==> src/rtl/core/sdelf_pkg.sv <==
// ----------------------------------------------------------------------------
// sdelf_pkg
// Types, constants and codes shared by the edge length field core.
// ----------------------------------------------------------------------------
package sdelf_pkg;

  localparam int unsigned MaxLayers = 16;
  localparam int unsigned IdxW      = $clog2(MaxLayers);
  localparam int unsigned CntW      = 5;
  localparam int unsigned SqrtSteps = 36;
  localparam int unsigned DivSteps  = 32;
  localparam int unsigned StepW     = 6;

  localparam logic OP_QUERY = 1'b0;
  localparam logic OP_WRITE = 1'b1;

  typedef struct packed {
    logic               op;
    logic signed [31:0] point_x;
    logic signed [31:0] point_y;
    logic signed [31:0] point_z;
    logic [3:0]         layer_index;
    logic [31:0]        layer_radius;
    logic [31:0]        layer_horiz_len;
    logic [31:0]        layer_vert_len;
  } in_item_t;

  typedef struct packed {
    logic [31:0] horiz_len;
    logic [31:0] vert_len;
    logic        no_limit;
  } out_item_t;

  typedef struct packed {
    logic [31:0] r;
    logic [31:0] h;
    logic [31:0] v;
  } ent_t;

  typedef enum logic [2:0] {
    CFG_START_X     = 3'd0,
    CFG_START_Y     = 3'd1,
    CFG_START_Z     = 3'd2,
    CFG_END_X       = 3'd3,
    CFG_END_Y       = 3'd4,
    CFG_END_Z       = 3'd5,
    CFG_LAYER_COUNT = 3'd6
  } cfg_idx_e;

  typedef enum logic [2:0] {
    MS_PT_EP,
    MS_SEG,
    MS_DOT,
    MS_ALONG,
    MS_PR,
    MS_INTERP
  } mul_src_e;

  typedef enum logic [1:0] {
    MD_DIST,
    MD_DD,
    MD_DOT,
    MD_PERP
  } mode_e;

  typedef enum logic [4:0] {
    ST_IDLE,
    ST_MSET,
    ST_MUL,
    ST_ACC,
    ST_ASET,
    ST_AMUL,
    ST_PRSV,
    ST_DDSV,
    ST_DDCHK,
    ST_DOTCHK,
    ST_DVI,
    ST_DV,
    ST_SQI,
    ST_SQ,
    ST_RD0,
    ST_C0,
    ST_RDI,
    ST_CI,
    ST_IMS,
    ST_IMUL,
    ST_IDI,
    ST_IDV,
    ST_IRES,
    ST_INNER,
    ST_NEXT,
    ST_FIN
  } state_e;

  typedef struct packed {
    logic            load;
    logic            mem_we;
    logic            mset;
    mul_src_e        msrc;
    logic [1:0]      comp;
    logic            ep;
    logic            mul;
    logic            acc_clr;
    logic            acc_add;
    logic            pr_save;
    logic            dd_save;
    logic            sq_init;
    logic            sq_step;
    logic            div_proj;
    logic            div_int;
    logic            div_step;
    logic            rd_en;
    logic [IdxW-1:0] rd_addr;
    logic            e0_save;
    logic            hi_save;
    logic            lo_save;
    logic            lo_e0;
    logic            sel;
    logic            res_int;
    logic            res_inner;
    logic            out_load;
  } cmd_t;

  typedef struct packed {
    logic            dd_zero;
    logic            acc_neg;
    logic            acc_gt_dd;
    logic            d_le_rd;
    logic [IdxW-1:0] last_idx;
  } status_t;

endpackage

==> src/rtl/core/sdelf_ctrl.sv <==
// ----------------------------------------------------------------------------
// sdelf_ctrl
// Sequencer: steps the datapath through distances, table scans,
// interpolation and the projection onto the segment.
// ----------------------------------------------------------------------------
module sdelf_ctrl
  import sdelf_pkg::*;
(
  input  logic    clk_i,
  input  logic    rst_ni,
  input  logic    in_valid_i,
  input  logic    in_op_i,
  output logic    in_stall_o,
  output logic    out_valid_o,
  input  logic    out_stall_i,
  input  status_t status_i,
  output cmd_t    cmd_o
);

  state_e          state_q, state_d;
  mode_e           mode_q, mode_d;
  logic [1:0]      j_q, j_d;
  logic            ep_q, ep_d;
  logic            seg_q, seg_d;
  logic            found_q, found_d;
  logic            sel_q, sel_d;
  logic [IdxW-1:0] i_q, i_d;
  logic [StepW-1:0] cnt_q, cnt_d;
  logic            out_valid_q, out_valid_d;
  logic            in_acc;
  logic            out_free;

  assign in_stall_o  = (state_q != ST_IDLE);
  assign in_acc      = in_valid_i && !in_stall_o;
  assign out_free    = !out_valid_q || !out_stall_i;
  assign out_valid_o = out_valid_q;

  // Next state
  always_comb begin
    state_d = state_q;
    mode_d  = mode_q;
    j_d     = j_q;
    ep_d    = ep_q;
    seg_d   = seg_q;
    found_d = found_q;
    sel_d   = sel_q;
    i_d     = i_q;
    cnt_d   = cnt_q;
    case (state_q)
      ST_IDLE: begin
        if (in_acc && in_op_i == OP_QUERY) begin
          mode_d  = MD_DIST;
          ep_d    = 1'b0;
          seg_d   = 1'b0;
          j_d     = 2'd0;
          state_d = ST_MSET;
        end
      end
      ST_MSET: state_d = ST_MUL;
      ST_MUL:  state_d = ST_ACC;
      ST_ACC: begin
        if (j_q != 2'd2) begin
          j_d     = j_q + 2'd1;
          state_d = (mode_q == MD_PERP) ? ST_ASET : ST_MSET;
        end else begin
          j_d = 2'd0;
          case (mode_q)
            MD_DIST: state_d = ST_SQI;
            MD_DD:   state_d = ST_DDSV;
            MD_DOT:  state_d = ST_DOTCHK;
            MD_PERP: state_d = ST_SQI;
            default: state_d = ST_SQI;
          endcase
        end
      end
      ST_ASET: state_d = ST_AMUL;
      ST_AMUL: state_d = ST_PRSV;
      ST_PRSV: state_d = ST_MSET;
      ST_DDSV: state_d = ST_DDCHK;
      ST_DDCHK: begin
        if (status_i.dd_zero) begin
          state_d = ST_FIN;
        end else begin
          mode_d  = MD_DOT;
          state_d = ST_MSET;
        end
      end
      ST_DOTCHK: begin
        state_d = (status_i.acc_neg || status_i.acc_gt_dd) ? ST_FIN : ST_DVI;
      end
      ST_DVI: begin
        cnt_d   = '0;
        state_d = ST_DV;
      end
      ST_DV: begin
        cnt_d = cnt_q + 1'b1;
        if (cnt_q == StepW'(DivSteps - 1)) begin
          mode_d  = MD_PERP;
          seg_d   = 1'b1;
          j_d     = 2'd0;
          state_d = ST_ASET;
        end
      end
      ST_SQI: begin
        cnt_d   = '0;
        state_d = ST_SQ;
      end
      ST_SQ: begin
        cnt_d = cnt_q + 1'b1;
        if (cnt_q == StepW'(SqrtSteps - 1)) begin
          state_d = ST_RD0;
        end
      end
      ST_RD0: state_d = ST_C0;
      ST_C0: begin
        if (status_i.d_le_rd) begin
          state_d = ST_INNER;
        end else if (status_i.last_idx == '0) begin
          state_d = ST_NEXT;
        end else begin
          i_d     = status_i.last_idx;
          found_d = 1'b0;
          state_d = ST_RDI;
        end
      end
      ST_RDI: state_d = ST_CI;
      ST_CI: begin
        if (status_i.d_le_rd) begin
          found_d = 1'b1;
          if (i_q == IdxW'(1)) begin
            sel_d   = 1'b0;
            state_d = ST_IMS;
          end else begin
            i_d     = i_q - 1'b1;
            state_d = ST_RDI;
          end
        end else if (found_q) begin
          sel_d   = 1'b0;
          state_d = ST_IMS;
        end else begin
          state_d = ST_NEXT;
        end
      end
      ST_IMS:  state_d = ST_IMUL;
      ST_IMUL: state_d = ST_IDI;
      ST_IDI: begin
        cnt_d   = '0;
        state_d = ST_IDV;
      end
      ST_IDV: begin
        cnt_d = cnt_q + 1'b1;
        if (cnt_q == StepW'(DivSteps - 1)) begin
          state_d = ST_IRES;
        end
      end
      ST_IRES: begin
        if (!sel_q) begin
          sel_d   = 1'b1;
          state_d = ST_IMS;
        end else begin
          state_d = ST_NEXT;
        end
      end
      ST_INNER: begin
        if (seg_q) begin
          state_d = ST_FIN;
        end else begin
          mode_d  = MD_DD;
          j_d     = 2'd0;
          state_d = ST_MSET;
        end
      end
      ST_NEXT: begin
        j_d = 2'd0;
        if (seg_q) begin
          state_d = ST_FIN;
        end else if (!ep_q) begin
          ep_d    = 1'b1;
          mode_d  = MD_DIST;
          state_d = ST_MSET;
        end else begin
          mode_d  = MD_DD;
          state_d = ST_MSET;
        end
      end
      ST_FIN: begin
        if (out_free) begin
          state_d = ST_IDLE;
        end
      end
      default: state_d = ST_IDLE;
    endcase
  end

  // Outputs
  always_comb begin
    cmd_o         = '0;
    cmd_o.comp    = j_q;
    cmd_o.ep      = ep_q;
    cmd_o.sel     = sel_q;
    cmd_o.rd_addr = i_q;
    cmd_o.msrc    = MS_PT_EP;
    case (state_q)
      ST_IDLE: begin
        cmd_o.mem_we = in_acc && (in_op_i == OP_WRITE);
        cmd_o.load   = in_acc && (in_op_i == OP_QUERY);
      end
      ST_MSET: begin
        cmd_o.mset = 1'b1;
        case (mode_q)
          MD_DIST: cmd_o.msrc = MS_PT_EP;
          MD_DD:   cmd_o.msrc = MS_SEG;
          MD_DOT:  cmd_o.msrc = MS_DOT;
          MD_PERP: cmd_o.msrc = MS_PR;
          default: cmd_o.msrc = MS_PT_EP;
        endcase
      end
      ST_MUL:  cmd_o.mul = 1'b1;
      ST_ACC:  cmd_o.acc_add = 1'b1;
      ST_ASET: begin
        cmd_o.mset = 1'b1;
        cmd_o.msrc = MS_ALONG;
      end
      ST_AMUL: cmd_o.mul = 1'b1;
      ST_PRSV: cmd_o.pr_save = 1'b1;
      ST_DDSV: begin
        cmd_o.dd_save = 1'b1;
        cmd_o.acc_clr = 1'b1;
      end
      ST_DVI: begin
        cmd_o.div_proj = 1'b1;
        cmd_o.acc_clr  = 1'b1;
      end
      ST_DV:  cmd_o.div_step = 1'b1;
      ST_SQI: begin
        cmd_o.sq_init = 1'b1;
        cmd_o.acc_clr = 1'b1;
      end
      ST_SQ:  cmd_o.sq_step = 1'b1;
      ST_RD0: begin
        cmd_o.rd_en   = 1'b1;
        cmd_o.rd_addr = '0;
      end
      ST_C0:  cmd_o.e0_save = 1'b1;
      ST_RDI: cmd_o.rd_en = 1'b1;
      ST_CI: begin
        if (status_i.d_le_rd) begin
          cmd_o.hi_save = 1'b1;
          if (i_q == IdxW'(1)) begin
            cmd_o.lo_save = 1'b1;
            cmd_o.lo_e0   = 1'b1;
          end
        end else begin
          cmd_o.lo_save = 1'b1;
        end
      end
      ST_IMS: begin
        cmd_o.mset = 1'b1;
        cmd_o.msrc = MS_INTERP;
      end
      ST_IMUL:  cmd_o.mul = 1'b1;
      ST_IDI:   cmd_o.div_int = 1'b1;
      ST_IDV:   cmd_o.div_step = 1'b1;
      ST_IRES:  cmd_o.res_int = 1'b1;
      ST_INNER: cmd_o.res_inner = 1'b1;
      ST_FIN:   cmd_o.out_load = out_free;
      default: ;
    endcase
  end

  always_comb begin
    out_valid_d = out_valid_q;
    if (cmd_o.out_load) begin
      out_valid_d = 1'b1;
    end else if (out_valid_q && !out_stall_i) begin
      out_valid_d = 1'b0;
    end
  end

  always_ff @(posedge clk_i or negedge rst_ni) begin
    if (!rst_ni) begin
      state_q     <= ST_IDLE;
      mode_q      <= MD_DIST;
      j_q         <= '0;
      ep_q        <= 1'b0;
      seg_q       <= 1'b0;
      found_q     <= 1'b0;
      sel_q       <= 1'b0;
      i_q         <= '0;
      cnt_q       <= '0;
      out_valid_q <= 1'b0;
    end else begin
      state_q     <= state_d;
      mode_q      <= mode_d;
      j_q         <= j_d;
      ep_q        <= ep_d;
      seg_q       <= seg_d;
      found_q     <= found_d;
      sel_q       <= sel_d;
      i_q         <= i_d;
      cnt_q       <= cnt_d;
      out_valid_q <= out_valid_d;
    end
  end

endmodule

==> config.mk <==
export PLATFORM = sky130hd
export DESIGN_NAME = sdelf_ctrl
export DESIGN_NICKNAME = d
export VERILOG_FILES = /design/src/rtl/core/sdelf_pkg.sv /design/src/rtl/core/sdelf_ctrl.sv
export SDC_FILE = /design/constraint.sdc
export NUM_CORES = 1
export LEC_CHECK = 0
export ABC_AREA = 1
export BUFFER_PORTS_ARGS = -buffer_cell sky130_fd_sc_hd__buf_4
export CAP_MARGIN = 20
export CORE_MARGIN = 3
export CORE_UTILIZATION = 50
export DETAILED_ROUTE_END_ITERATION = 7
export HOLD_SLACK_MARGIN = 0.02
export PLACE_DENSITY = 0.86
export SLEW_MARGIN = 15
export SYNTH_ARGS = -nofsm -noshare
export SYNTH_HDL_FRONTEND = slang
export SYNTH_SLANG_ARGS = --single-unit
==> constraint.sdc <==
create_clock -name clk_i -period 1.5 [get_ports clk_i]
set_input_delay 0.15 -clock clk_i [delete_from_list [all_inputs] [get_ports clk_i]]
set_output_delay 0.15 -clock clk_i [all_outputs]
set_load 0.005 [all_outputs]
After elaboration in Yosys (flattened, before gate mapping)

Index checks and enable logic that the tools add are counted.

Register bits: 24
Bits of input ports: 13
Output and inout port bits: 34
Word-level logic and storage cells: 171

Add/sub/neg operators: 3
Equality and inequality tests: 46
Mux-type cells: 74
Bitwise gates (word level): 1
Reductions and logical operators: 37

Operator list:

| cell                                                            | count |
|---|---|
| 5-bit one-hot mux with 25 select lines                          | 1 |
| 5-bit == test, second input constant                            | 10 |
| 5-bit two-way mux                                               | 10 |
| 5-bit by 4-bit == test with 1-bit output, second input constant | 8 |
| 4-bit two-way mux                                               | 9 |
| 1-bit two-way mux                                               | 30 |
| 2-bit inequality test, second input constant                    | 13 |
| 2-bit two-way mux                                               | 11 |
| 5-bit by 3-bit == test with 1-bit output, second input constant | 4 |
| 2-bit one-hot mux with 5 select lines                           | 2 |
| 5-bit one-hot mux with 3 select lines                           | 1 |
| 5-bit nonzero test                                              | 3 |
| 3-bit one-hot mux with 4 select lines                           | 1 |
| 4-bit one-hot mux with 3 select lines                           | 1 |
| 6-bit one-hot mux with 2 select lines                           | 1 |
| 2-bit nonzero test                                              | 6 |
| 3-bit OR reduction                                              | 4 |
| 5-bit by 2-bit == test with 1-bit output, second input constant | 2 |
| 5-bit AND reduction                                             | 2 |
| 3-bit AND reduction                                             | 3 |
| 1-bit one-hot mux with 2 select lines                           | 4 |
| 4-bit one-hot mux with 2 select lines                           | 1 |
| 4-bit AND reduction                                             | 2 |
| 2-bit OR reduction                                              | 4 |
| 19 further kinds                                                | 28 |

Depth between registers and ports, before layout

Depth after elaboration: 6
Mapped depth: 11
Gate-level depth less buffers: 10

Worst setup path after synthesis

No wires, ideal clock.

Kind: register -> register
Start point: register cnt_q[0]
End point: register mode_q[0]
Setup time: 0.118 ns
Data arrival time: 1.310 ns
Data required time: 1.382 ns
Slack: 0.072 ns
Stages on the path, launching flop included: 11
Buffers on the path: 0
Clock period less this slack: 1.428 ns
Path through: dfrtp_1 > ha_1 > nand2_1 > nor2_2 > nand2_1 > nand2_4 > inv_1 > nor2_2 > nand3_1 > nand2_1 > nand2_1

Word-level cells in the longest chain between the ends: 3

Ends and longest elaborated chain:

| element                                  | RTL line          | source |
|---|---|---|
| start: declaration                       | sdelf_ctrl.sv:28  | `logic [StepW-1:0] cnt_q, cnt_d;` |
| start signal: assignment                 | sdelf_ctrl.sv:301 | `cnt_q <= cnt_d;` |
| 6-bit by 5-bit == test with 1-bit output | sdelf_ctrl.sv:97  | `if (cnt_q == StepW'(DivSteps - 1)) begin` |
| 2-bit inequality test (no line)          | -                 |  |
| 6-bit AND reduction (no line)            | -                 |  |
| end signal: assignment                   | sdelf_ctrl.sv:294 | `mode_q <= mode_d;` |
| end: declaration                         | sdelf_ctrl.sv:21  | `mode_e mode_q, mode_d;` |

No other way between the ends.
A chain may end at the register's enable or synchronous reset.

Final worst setup path

Start point: register state_q[3]
End point: register state_q[0]

Word-level cells in the longest chain between the ends: 6
Elaborated cells on any way between the ends: 38

Ends and longest elaborated chain:

| element                         | RTL line          | source |
|---|---|---|
| start: declaration              | sdelf_ctrl.sv:20  | `state_e state_q, state_d;` |
| start signal: assignment        | sdelf_ctrl.sv:293 | `state_q <= state_d;` |
| 5-bit nonzero test              | sdelf_ctrl.sv:33  | `assign in_stall_o = (state_q != ST_IDLE);` |
| 1-bit logical NOT               | sdelf_ctrl.sv:34  | `assign in_acc = in_valid_i && !in_stall_o;` |
| 1-bit logical AND               | sdelf_ctrl.sv:34  |  |
| 1-bit logical AND               | sdelf_ctrl.sv:51  | `if (in_acc && in_op_i == OP_QUERY) begin` |
| 2-bit inequality test (no line) | -                 |  |
| 5-bit AND reduction (no line)   | -                 |  |

Several ways; a longest one is shown, not always the timed one.

==> results_dict.tcl <==
set metrics [dict create \
    status "finished with violations" \
    violations "design-rule violations, negative setup slack" \
    die_h_um 72.9 \
    portBuffers 46 \
    placedCellCount 458 \
    hold_depth 3 \
    p_clk_share_pct 6.4 \
    routabilityCongestion 0.983 \
    clk_path_buf_depth 2 \
    worstPathMaxFanout 6 \
    area_delta_synth_final_pct 75.5 \
    clock_latency_ns 0.29 \
    finish.utilization_pct 94.7 \
    ys_warn_count 0 \
    fin_tns_setup_ns -12.04 \
    register_area_um2 604 \
    nets 479 \
    synth.distinct_cells 31 \
    io_pins 47 \
    seq_area_frac_synth_pct 26.9 \
    worst_path_max_delay_cell "dfrtp_2" \
    stdcell_area_um2 3920 \
    yosysTopAreaCellShare_pct 26.9 \
    tightest_slew_ns 0.400 \
    skew_ns 0.0121 \
    hold_violations 0 \
    criticalPathCategory "flop to flop" \
    tritoncts "yes" \
    cp.arrival_ns 2.09 \
    start_kind "flop" \
    post_dp_cell_area_um2 2900 \
    crit_top_cell "nand2_1" \
    min_to "i_q[3]" \
    fmax_mhz 523 \
    layout_setup_ws_ns -0.413 \
    swShare_pct 52.0 \
    grt_pass1_vias 3045 \
    yosysTopAreaCell "dfrtp_1" \
    ant_nets 0 \
    reg2reg_from "state_q[3]" \
    r2r_setup_slack_ns -0.41 \
    power_mw 7.60 \
    drv_slew 0 \
    worst_hold_path_type "input port to flop" \
    final_common_cell "buf_4" \
    route.vias.total 3417 \
    finalSetupViolations 52 \
    slew_headroom_pct 73.2 \
    dieArea_um2 5310 \
    cap_viol_max_count 0 \
    via_per_inst 6.73 \
    drt_iter0_drc 601 \
    grt_max_degree 25 \
    period_needed_ns 1.91 \
    drive_gt1_share_pct 57.0 \
    layout_common_cells "buf_4, nand2_1, buf_6" \
    synth_nets 348 \
    ys_top_cells_by_area "dfrtp_1, nand2_1, nand3_1" \
    fin_crit_sh_pct 128 \
    p_leak_nw 2.09 \
    instances_no_fill 508 \
    first_pass_iters 8 \
    power_frac_comb_pct 78.0 \
    fp.dieW_um 72.9 \
    path_clk_slew_ns 0.10 \
    reg2regPathDepth 11 \
    wl_per_cell_um 24.5 \
    antenna_found_initial 0 \
    cts.sinks 24 \
    h-tree-depth 1 \
    netlist_instances 328 \
    cpPeakStageDelay_ns 0.47 \
    dp_hpwl_um 5040 \
    clock-root-buffer "clkbuf_8" \
    netlist_area_um2 2230 \
    core_um2 4140 \
    cts_buffers 3 \
    multi_input_area_um2 1810 \
    power.net_switching_mw 3.95 \
    hold_start "status_i[3]" \
    cellInternalPower_mw 3.65 \
    num_antenna_cells 0 \
    drc 9 \
    start_util_pct 53.9 \
    rows 23 \
    synth_area_per_cell_um2 6.81 \
    fillCellCount 121 \
    grt_usage_pct 36.4 \
    ys_ff_latch 24 \
    grt_pass1_wl_um 15200 \
    gr-total-overflow 0 \
    routed_wl_um 12400 \
    setup.worst_path.start "state_q[3]" \
    worstPathRequired_ns 1.67 \
    p_seq_share_pct 15.6 \
    reg2reg_to "state_q[0]" \
    cp_cell_sequence "buf_4 -> inv_4 -> nor2_4 -> buf_6 -> nand3_2 -> buf_4 -> nand2_1 -> nor2_1 -> nand2_1 -> o21ai_2 -> nand2_1" \
    rsz0062_at_grt "yes" \
    power_density_nw_per_um2 1940 \
    worst_setup_path_end_kind "flop" \
    ir_worst_vdd_uv 1650 \
]
[through the flow]
stage	setup WS (ns)	hold slack [ns]
after floorplan	0.0724	-0.146
after global placement	-0.110	0.0742
after detailed placement	-0.107	0.0740
after CTS	-0.176	0.115
after global routing	-0.471	0.174
final	-0.413	0.169
[registers in the layout, summed over array words and instances, names as in the netlist, 2 cells and up]
name / count
j_q: 2
cnt_q: 6
mode_q: 2
state_q: 5
i_q: 4
[per-layer routing]
| metal | track usage, % | wire length [um] |
|---|---|---|
| met5 | 0 | 0 |
| met4 | 21.3 | 1260 |
| met3 | 7.58 | 1720 |
| met2 | 59.4 | 5440 |
| met1 | 44.2 | 4030 |
[synthesized netlist by cell type]
master and instances:
a21oi_1 5, a21oi_4 1, buf_4 6, buf_6 4
dfrtp_1 24, ha_1 7, inv_1 42, inv_2 5
inv_4 1, nand2_1 86, nand2_2 6, nand2_4 3
nand3_1 32, nand3_2 5, nand3_4 2, nand3b_1 1
nand4_1 9, nor2_1 36, nor2_2 9, nor2_4 3
nor2_8 3, nor3_1 4, nor3_4 1, o211ai_1 4
o21ai_0 12, o21ai_1 6, o21ai_2 3, o22ai_1 3
o31ai_1 1, xnor2_1 1, xor2_1 3
[worst max-delay path by stage]
stage | end | slack (ns) | cells past startpoint
3_5_place_dp | mode_q[1] | -0.11 | 9
3_3_place_gp | state_q[1] | -0.11 | 10
5_1_grt | state_q[0] | -0.47 | 11
4_1_cts | cmd_o[31] | -0.18 | 6
6_report | state_q[0] | -0.41 | 11
2_1_floorplan | mode_q[0] | 0.07 | 10
[power by group through the flow]
stage | Combinational [mW] | Sequential, mW | Clock, mW
2_1_floorplan | 2.04 | 1.04 | 0
3_3_place_gp | 3.20 | 1.10 | 0
3_5_place_dp | 3.25 | 1.10 | 0
4_1_cts | 4.32 | 1.10 | 0.456
5_1_grt | 6.13 | 1.19 | 0.492
6_report | 5.93 | 1.19 | 0.484
[critical path, delay by kind of cell (launching register included)]
kind	cells	cell delay, ns
AOI/OAI and AO/OA	1	0.15
buffers and inverters	4	0.52
DFF	1	0.47
and+or+nand+nor	6	0.67
[cell families (layout without fill, tap and decap cells)]
logic type | Yosys count | after routing | share of synthesized area [%]
DFF | 24 | 24 | 26.9
buffers and inverters | 58 | 188 | 12.2
and+or+nand+nor | 200 | 200 | 45.9
adders and majority gates | 7 | 7 | 3.92
AOI/OAI and AO/OA | 35 | 35 | 9.58
xor gates and xnor gates | 4 | 4 | 1.57
[what timing repair did]
| item | CTS | global route |
|---|---|---|
| pin swaps | 25 | 34 |
| setup endpoints to repair | 50 | 52 |
| hold buffers | 1 | 0 |
| gates cloned | 0 | 0 |
| gates resized for setup | 106 | 68 |
| hold endpoints to repair | 24 | 0 |
| setup buffers | 29 | 17 |
[cell type report]
class,instances,share of cell area [%]
Clock buffer,4,1.40
Inverter,48,5.30
Multi-Input combinational cell,246,46.2
Sequential cell,24,15.4
Tap cell,50,1.59
Timing Repair Buffer,136,30.1
No activity file was read; power rests on OpenSTA's default activity.
